File: src/design/ictf_pkg.sv
// Shared types and constants of the IPX client table forwarder.
package ictf_pkg;

  localparam int unsigned TABLE_ENTRIES_DEF = 16;
  localparam logic [31:0] ALL_ONES32 = 32'hFFFF_FFFF;
  localparam logic [15:0] ECHO_SOCKET = 16'h0002;

  // Result kinds.
  typedef enum logic [1:0] {
    KIND_FWD       = 2'd0,
    KIND_NEW       = 2'd1,
    KIND_RECONNECT = 2'd2
  } kind_t;

  // Sequencer states.
  typedef enum logic [1:0] {
    S_IDLE,
    S_SCAN,
    S_FWD,
    S_FLUSH
  } state_t;

  // One incoming header word.
  typedef struct packed {
    logic [31:0] dest_host;
    logic [15:0] dest_port;
    logic [31:0] src_host;
    logic [15:0] src_port;
    logic [31:0] src_network;
    logic [31:0] dest_network;
    logic [15:0] dest_socket;
    logic [31:0] sender_ip;
    logic [15:0] sender_port;
  } hdr_t;

  // One outgoing result word.
  typedef struct packed {
    kind_t       kind;
    logic [3:0]  slot;
    logic [31:0] client_ip;
    logic [15:0] client_port;
    logic [31:0] assigned_host;
    logic [15:0] assigned_port;
    logic [31:0] client_network;
    logic        last;
  } res_t;

  // Contents of one client slot.
  typedef struct packed {
    logic        live;
    logic [31:0] real_ip;
    logic [15:0] real_port;
    logic [31:0] node_host;
    logic [15:0] node_port;
    logic [31:0] net;
  } entry_t;

  // Ring control from the sequencer to the cell chain.
  typedef struct packed {
    logic   shift;
    logic   write;
    entry_t wr;
  } ring_ctl_t;

endpackage

File: src/design/ictf_cell.sv
// One client slot cell of the rotating table ring.
module ictf_cell (
  input  logic            clk,
  input  logic            rst,
  input  logic            shift,
  input  ictf_pkg::entry_t d,
  output ictf_pkg::entry_t q
);

  logic        live;
  logic [31:0] real_ip;
  logic [15:0] real_port;
  logic [31:0] node_host;
  logic [15:0] node_port;
  logic [31:0] net;

  // The live flag is control state and is cleared by reset.
  always_ff @(posedge clk) begin
    if (rst) begin
      live <= 1'b0;
    end else if (shift) begin
      live <= d.live;
    end
  end

  // Slot contents only move along the ring.
  always_ff @(posedge clk) begin
    if (shift) begin
      real_ip   <= d.real_ip;
      real_port <= d.real_port;
      node_host <= d.node_host;
      node_port <= d.node_port;
      net       <= d.net;
    end
  end

  assign q = '{live: live, real_ip: real_ip, real_port: real_port,
               node_host: node_host, node_port: node_port, net: net};

endmodule

File: src/design/ictf_seq.sv
// Sequencer: walks the slot at the head of the ring and builds results.
module ictf_seq #(
  parameter int unsigned TABLE_ENTRIES = ictf_pkg::TABLE_ENTRIES_DEF
) (
  input  logic               clk,
  input  logic               rst,
  input  ictf_pkg::hdr_t     hdr,
  input  logic               hdr_valid,
  output logic               hdr_stall,
  output ictf_pkg::res_t     res,
  output logic               res_valid,
  input  logic               res_stall,
  input  logic [31:0]        network_number,
  input  ictf_pkg::entry_t   head,
  output ictf_pkg::ring_ctl_t ctl
);

  localparam int unsigned IDX_W = (TABLE_ENTRIES > 1) ? $clog2(TABLE_ENTRIES) : 1;

  ictf_pkg::state_t state, state_next;
  ictf_pkg::hdr_t   item, item_next;
  logic [31:0]      dnet, dnet_next;
  logic             reg_done, reg_done_next;
  logic [IDX_W-1:0] head_idx, head_idx_next;
  logic             pend_valid, pend_valid_next;
  ictf_pkg::res_t   pend, pend_next;
  logic             res_valid_next;
  ictf_pkg::res_t   res_next;

  logic             can_emit;
  logic             end_pos;
  logic             is_reg;
  logic             want_ack;
  logic             free_slot;
  logic             hit;
  logic             match;
  logic             netok;
  logic [2:0]       sf;
  logic [2:0]       df;
  logic [IDX_W-1:0] idx_inc;

  assign can_emit = !res_valid || !res_stall;
  assign end_pos  = (head_idx == IDX_W'(TABLE_ENTRIES - 1));
  assign idx_inc  = end_pos ? '0 : head_idx + 1'b1;
  assign is_reg   = (item.dest_socket == ictf_pkg::ECHO_SOCKET) && (item.dest_host == '0);
  assign hdr_stall = (state != ictf_pkg::S_IDLE);

  // Registration test on the head slot.
  assign free_slot = !head.live;
  assign want_ack  = is_reg && !reg_done &&
                     (free_slot || (head.real_ip == item.src_host &&
                                    head.real_port == item.src_port));

  // Network flags and node match for forwarding.
  assign sf = {item.src_network == ictf_pkg::ALL_ONES32,
               item.src_network == head.net,
               item.src_network == '0};
  assign df = {dnet == ictf_pkg::ALL_ONES32, dnet == head.net, dnet == '0};
  assign netok = df[1] || df[2] || (df[0] && (sf != '0));
  assign match = (item.dest_host == ictf_pkg::ALL_ONES32) ?
                 !(head.node_host == item.src_host && head.node_port == item.src_port &&
                   sf[0]) :
                 (head.node_host == item.dest_host && head.node_port == item.dest_port);
  assign hit = head.live && match && netok;

  // State and datapath registers.
  always_ff @(posedge clk) begin
    if (rst) begin
      state      <= ictf_pkg::S_IDLE;
      head_idx   <= '0;
      pend_valid <= 1'b0;
      res_valid  <= 1'b0;
      reg_done   <= 1'b0;
    end else begin
      state      <= state_next;
      head_idx   <= head_idx_next;
      pend_valid <= pend_valid_next;
      res_valid  <= res_valid_next;
      reg_done   <= reg_done_next;
    end
  end

  always_ff @(posedge clk) begin
    item <= item_next;
    dnet <= dnet_next;
    pend <= pend_next;
    res  <= res_next;
  end

  // Next state, ring control and result words.
  always_comb begin
    state_next      = state;
    item_next       = item;
    dnet_next       = dnet;
    reg_done_next   = reg_done;
    head_idx_next   = head_idx;
    pend_valid_next = pend_valid;
    pend_next       = pend;
    res_valid_next  = res_valid && res_stall;
    res_next        = res;
    ctl             = '0;
    ctl.wr          = head;

    unique case (state)
      ictf_pkg::S_IDLE: begin
        if (hdr_valid) begin
          item_next     = hdr;
          dnet_next     = hdr.dest_network;
          reg_done_next = 1'b0;
          state_next    = ictf_pkg::S_SCAN;
        end
      end

      ictf_pkg::S_SCAN: begin
        if (!want_ack || can_emit) begin
          ctl.shift     = 1'b1;
          head_idx_next = idx_inc;
          // Network patch: the last matching slot in order wins.
          if (item.src_network == '0 && head.live && head.real_ip == item.sender_ip) begin
            dnet_next = head.net;
          end
          if (want_ack) begin
            ctl.write            = 1'b1;
            reg_done_next        = 1'b1;
            res_valid_next       = 1'b1;
            res_next.slot        = 4'(head_idx);
            res_next.last        = 1'b1;
            if (free_slot) begin
              ctl.wr = '{live: 1'b1, real_ip: item.sender_ip,
                         real_port: item.sender_port, node_host: item.sender_ip,
                         node_port: item.sender_port, net: network_number};
              res_next.kind = ictf_pkg::KIND_NEW;
            end else begin
              ctl.wr.real_port = item.sender_port;
              res_next.kind    = ictf_pkg::KIND_RECONNECT;
            end
            res_next.client_ip      = ctl.wr.real_ip;
            res_next.client_port    = ctl.wr.real_port;
            res_next.assigned_host  = ctl.wr.node_host;
            res_next.assigned_port  = ctl.wr.node_port;
            res_next.client_network = ctl.wr.net;
          end
          if (end_pos) begin
            state_next = (reg_done || want_ack) ? ictf_pkg::S_IDLE : ictf_pkg::S_FWD;
          end
        end
      end

      ictf_pkg::S_FWD: begin
        if (!(hit && pend_valid) || can_emit) begin
          ctl.shift     = 1'b1;
          head_idx_next = idx_inc;
          if (hit) begin
            // The held copy is not the final one: send it on.
            if (pend_valid) begin
              res_valid_next = 1'b1;
              res_next       = pend;
            end
            pend_valid_next         = 1'b1;
            pend_next.kind          = ictf_pkg::KIND_FWD;
            pend_next.slot          = 4'(head_idx);
            pend_next.client_ip     = head.real_ip;
            pend_next.client_port   = head.real_port;
            pend_next.assigned_host = '0;
            pend_next.assigned_port = '0;
            pend_next.client_network = head.net;
            pend_next.last          = 1'b0;
          end
          if (end_pos) begin
            state_next = ictf_pkg::S_FLUSH;
          end
        end
      end

      ictf_pkg::S_FLUSH: begin
        if (!pend_valid) begin
          state_next = ictf_pkg::S_IDLE;
        end else if (can_emit) begin
          res_valid_next  = 1'b1;
          res_next        = pend;
          res_next.last   = 1'b1;
          pend_valid_next = 1'b0;
          state_next      = ictf_pkg::S_IDLE;
        end
      end

      default: begin
        state_next = ictf_pkg::S_IDLE;
      end
    endcase
  end

endmodule

File: src/design/ipx_client_table_forwarder.sv
// Top level of the IPX client table forwarder.
// The client table sits in a ring of TABLE_ENTRIES cells that rotates by one slot per cycle
// while a header is scanned and no stalled result holds it, past a single compare unit at its
// head. Each header costs one full turn of the ring for the registration scan and network
// patch, one more turn for the forwarding scan when the header is forwarded, and a flush state
// to release the final copy. Result words leave one per cycle through an output register while
// res_stall is low; hdr_stall is high for the whole time a header is in work.
module ipx_client_table_forwarder #(
  parameter int unsigned TABLE_ENTRIES = ictf_pkg::TABLE_ENTRIES_DEF
) (
  input  logic           clk,
  input  logic           rst,
  input  ictf_pkg::hdr_t hdr,
  input  logic           hdr_valid,
  output logic           hdr_stall,
  output ictf_pkg::res_t res,
  output logic           res_valid,
  input  logic           res_stall,
  input  logic           network_number_we,
  input  logic [31:0]    network_number
);

  ictf_pkg::entry_t    cell_q [TABLE_ENTRIES];
  ictf_pkg::entry_t    wrap;
  ictf_pkg::ring_ctl_t ctl;
  logic [31:0]         net_reg;

  // Configuration register.
  always_ff @(posedge clk) begin
    if (rst) begin
      net_reg <= '0;
    end else if (network_number_we) begin
      net_reg <= network_number;
    end
  end

  // The head slot re-enters the tail, replaced when it is being written.
  assign wrap = ctl.write ? ctl.wr : cell_q[0];

  // Ring of slot cells, moving towards the head.
  for (genvar i = 0; i < TABLE_ENTRIES; i++) begin : g_cell
    ictf_cell u_cell (
      .clk   (clk),
      .rst   (rst),
      .shift (ctl.shift),
      .d     ((i == TABLE_ENTRIES - 1) ? wrap : cell_q[(i + 1) % TABLE_ENTRIES]),
      .q     (cell_q[i])
    );
  end

  ictf_seq #(
    .TABLE_ENTRIES (TABLE_ENTRIES)
  ) u_seq (
    .clk            (clk),
    .rst            (rst),
    .hdr            (hdr),
    .hdr_valid      (hdr_valid),
    .hdr_stall      (hdr_stall),
    .res            (res),
    .res_valid      (res_valid),
    .res_stall      (res_stall),
    .network_number (net_reg),
    .head           (cell_q[0]),
    .ctl            (ctl)
  );

endmodule

File: config.mk
export PLATFORM = sky130hd
export DESIGN_NAME = ipx_client_table_forwarder
export DESIGN_NICKNAME = d
export VERILOG_FILES = /design/src/design/ictf_pkg.sv /design/src/design/ictf_cell.sv /design/src/design/ictf_seq.sv /design/src/design/ipx_client_table_forwarder.sv
export SDC_FILE = /design/constraint.sdc
export NUM_CORES = 2
export LEC_CHECK = 0
export BUFFER_PORTS_ARGS = -buffer_cell sky130_fd_sc_hd__buf_2
export CAP_MARGIN = 20
export CORE_UTILIZATION = 60
export CTS_BUF_LIST = sky130_fd_sc_hd__clkbuf_4 sky130_fd_sc_hd__clkbuf_8 sky130_fd_sc_hd__clkbuf_16
export DETAILED_ROUTE_END_ITERATION = 7
export GPL_TIMING_DRIVEN = 0
export HOLD_SLACK_MARGIN = 0.06
export PLACE_DENSITY = 0.78
export SLEW_MARGIN = 20
export SYNTH_ARGS = -nofsm -noshare
export SYNTH_HDL_FRONTEND = slang
export SYNTH_HIERARCHICAL = 1
export SYNTH_SLANG_ARGS = --single-unit
export TNS_END_PERCENT = 5
File: constraint.sdc
create_clock -name clk -period 247.2 [get_ports clk]
set_input_delay 24.72 -clock clk [delete_from_list [all_inputs] [get_ports clk]]
set_output_delay 24.72 -clock clk [all_outputs]
set_load 0.03 [all_outputs]
==> run_results.csv <==
group,metric,value,unit
run_status,status,"finished clean",
floorplanning,rows,138,
timing,worst_pin_slew,1.27,ns
clock_tree,h-tree-depth,4,
route,firstDrtPassIters,8,
timing,relSlewSlack,0.148,
synthesis,yosys.area.top_type_share,0.866,
route,drcViolationCount,0,
synthesis,synth-xor-area-share,0.0243,
synthesis,synth_cell_types,52,
global_route,antenna_found_initial,30,
timing,fin_ws,218.60,ns
cells_and_area,fin_nets,4914,
clock_tree,post-cts-setup-buffers,0,
pwr,vdd_drop_max,0.0121,mV
global_route,grt_pass1_vias,40109,
clock_tree,ctsHoldBuffers,0,
flow_run,maxCapViolCount,0,
global_route,grt_usage,0.287,
worst_setup_path,max_stage_delay,0.46,ns
floorplanning,die_w,381,um
worst_setup_path,cp.arrival,29.17,ns
worst_setup_path,r2r-end,"g_cell[1].u_cell/node_host[26]",
global_route,grt_overflow,0,
worst_setup_path,crit_fanout,23,
worst_setup_path,rrSetupSlack,239.93,ns
synthesis,ys_ff_latch,2548,
cells_and_area,layout_commonest_cell,"edfxtp_1",
synthesis,synthAdderAreaFrac,0.000869,
timing,tns,0,ns
synthesis,yosysSeqAreaShare,0.879,
route,vias,40244,
worst_setup_path,cp_slowest_cell,"a21boi_4",
clock_tree,clockBufferDepth,3,
timing,post-route-min-period,28.60,ns
synthesis,synth_top_area_cell,"edfxtp_1",
clock_tree,clock_latency,0.88,ns
floorplanning,core_area,142000,um^2
cells_and_area,areaGrowthSynthToFinish,17.5,%
worst_setup_path,crit_chain,"buf_2 -> and2_1 -> clkbuf_1 -> nand2_1 -> o31ai_1 -> a21boi_4 -> buf_8 -> buf_16 -> buf_16 -> buf_16 -> buf_16 -> buf_16 -> buf_16 -> buf_16 -> buf_16 -> buf_16 -> buf_16 -> buf_16 -> buf_16 -> buf_16 -> buf_8 -> buf_16 -> buf_16",
synthesis,ys.flop_type,"edfxtp_1",
timing,setup_viol,0,
timing,timing.fmax,0.0350,GHz
timing,post-route-period-util,0.116,
synthesis,synth_compound_area_frac,0.0103,
pwr,p_per_area,9.87,nW/um^2
synthesis,synth_edf_count,2491,
worst_setup_path,path_class,"input pin to register",
synthesis,synthSimpleGateAreaFrac,0.0257,
worst_setup_path,cp-startpoint,"res_stall",
cells_and_area,final.fill_count,7990,
worst_setup_path,timing.rr.start,"g_cell[0].u_cell/node_host[21]",
timing,hold_viol,0,
synthesis,syn-cell-area,86400,um^2
global_route,grt_pass1_wl,289,mm
place,place_ws,217.75,ns
cells_and_area,stdcell_area,101000,um^2
synthesis,synth_nets,4168,
pwr,leakagePower,26.1,nW
clock_tree,cts_buffers,229,
clock_tree,root_buffer,"clkbuf_16",
cells_and_area,layout-drive-gt1-share,0.256,
clock_tree,cts.sinks,2548,
worst_setup_path,ff2ff_path_depth,24,
timing,clock_skew,0.0904,ns
synthesis,yosysWarnings,6,
worst_setup_path,worstSetupEndpointType,"register",
place,hpwlAfterDp,136,mm
timing,rsz0062_at_grt,"no",
route,via_per_inst,5.98,
place,placed_area,93900,um^2
route,drt-total-wl,207,mm
global_route,grt_max_degree,84,
floorplanning,die_y,381,um
clock_tree,cts_tree,"yes",
synthesis,synth-async-reset-ratio,0,
clock_tree,clk_pin_slew,0.06,ns
worst_setup_path,crit_path_frequent_cell,"buf_16",
synthesis,synthCells,3901,
cells_and_area,final_cell_mix,"edfxtp_1, buf_2, clkbuf_16",
place,routabilityCongestion,0.924,
synthesis,syn_area_per_cell,22.1,um^2
clock_tree,ctsResizeCount,0,
synthesis,synth.area.mux_share,0.0523,
worst_setup_path,startpoint_type,"input pin",
synthesis,synth_top_family_by_area,"multiplexers",
floorplanning,die-area,146000,um^2
place,portBuffers,396,
timing,slew_viol_final,0,
route,dr.first_iter.drc_count,4979,
floorplanning,start_util,0.607,
route,ant_nets,0,
floorplanning,io_pins,398,
synthesis,synth.area.top_cells,"edfxtp_1, mux2_2, xor2_1, mux2_4, dfxtp_1",
worst_setup_path,endpoint,"g_cell[1].u_cell/node_host[26]",
worst_setup_path,cp.required,247.76,ns
worst_hold_path,hold_path_class,"register to register",
pwr,fin_total_pwr,0.00100,W
route,avgRoutedWirePerCell,30.7,um
-- worst max-delay path, delay by kind of cell --
kind                   cells  cell delay (ns)
buffers and inverters     19             3.48
AOI/OAI and AO/OA          2             0.59
and+or+nand+nor            2             0.27
-- how the worst min path moves through the flow --
stage	start	to	slack, ns	cells after the start
global route	g_cell[9].u_cell/node_host[20]	g_cell[8].u_cell/node_host[20]	0.37	0
detailed placement	g_cell[1].u_cell/node_port[1]	g_cell[0].u_cell/node_port[1]	0.40	0
global placement	g_cell[5].u_cell/real_ip[26]	g_cell[4].u_cell/real_ip[26]	0.40	0
finish	g_cell[9].u_cell/node_host[20]	g_cell[8].u_cell/node_host[20]	0.37	0
CTS	g_cell[10].u_cell/node_host[29]	g_cell[9].u_cell/node_host[29]	0.37	0
floorplan	g_cell[1].u_cell/net[0]	g_cell[0].u_cell/net[0]	0.40	0
-- synth_stat cells, types with 3 or more instances --
cell type and instances:
edfxtp_1 2491, mux2_2 209, xor2_1 191, nand2_1 142
nor2_1 113, mux2i_1 96, nor4_1 85, mux2_4 80
a21oi_1 71, o21ai_0 70, dfxtp_1 57, nand4_1 55
xnor2_1 49, clkbuf_1 45, nor2b_1 32, buf_6 22
buf_4 19, inv_1 8, buf_1 7, ha_1 6
buf_2 5, nor3_1 5, nand3_1 4, o31ai_1 3
-- cells by family (layout without fill, tap and decap cells) --
kind of cell / count (synthesis) / after routing
AOI/OAI and AO/OA: 162 / 162
xor gates and xnor gates: 240 / 240
adders and majority gates: 6 / 6
buffers and inverters: 107 / 1043
DFF: 2548 / 2548
muxes: 385 / 385
other: 0 / 6
and+or+nand+nor: 453 / 453
-- report_power, final --
part           internal [W]  switching, W
sequential         0.000510     0.0000142
combinational     0.0000411     0.0000835
clock              0.000195      0.000159
-- through the flow --
step,cells,hold WS [ns],util
after global routing,6731,0.370,0.713
final,6733,0.373,0.713
after CTS,6727,0.370,0.713
after floorplan,3901,0.400,-
after detailed placement,6306,0.405,0.660
after global placement,6187,0.400,0.638
-- routing by layer --
layer  track usage  vias up  wire length, um
met2         0.420     2312            93600
met5             0        -               63
li1              -    16856                -
met4         0.117       10             8410
met3        0.0635      432            22200
met1         0.424    20634            82400
-- layout make-up --
type,count,area [um^2],share of cell area
Multi-Input combinational cell,1246,9840,0.0970
Timing Repair Buffer,515,5140,0.0506
Inverter,9,41.3,0.000407
Clock inverter,141,1370,0.0135
Tap cell,1890,2360,0.0233
Antenna cell,6,15.0,0.000148
Clock buffer,280,6150,0.0606
Sequential cell,2548,75900,0.748
Buffer,98,617,0.00608
Note: power is estimated with default switching activity, not from simulation.
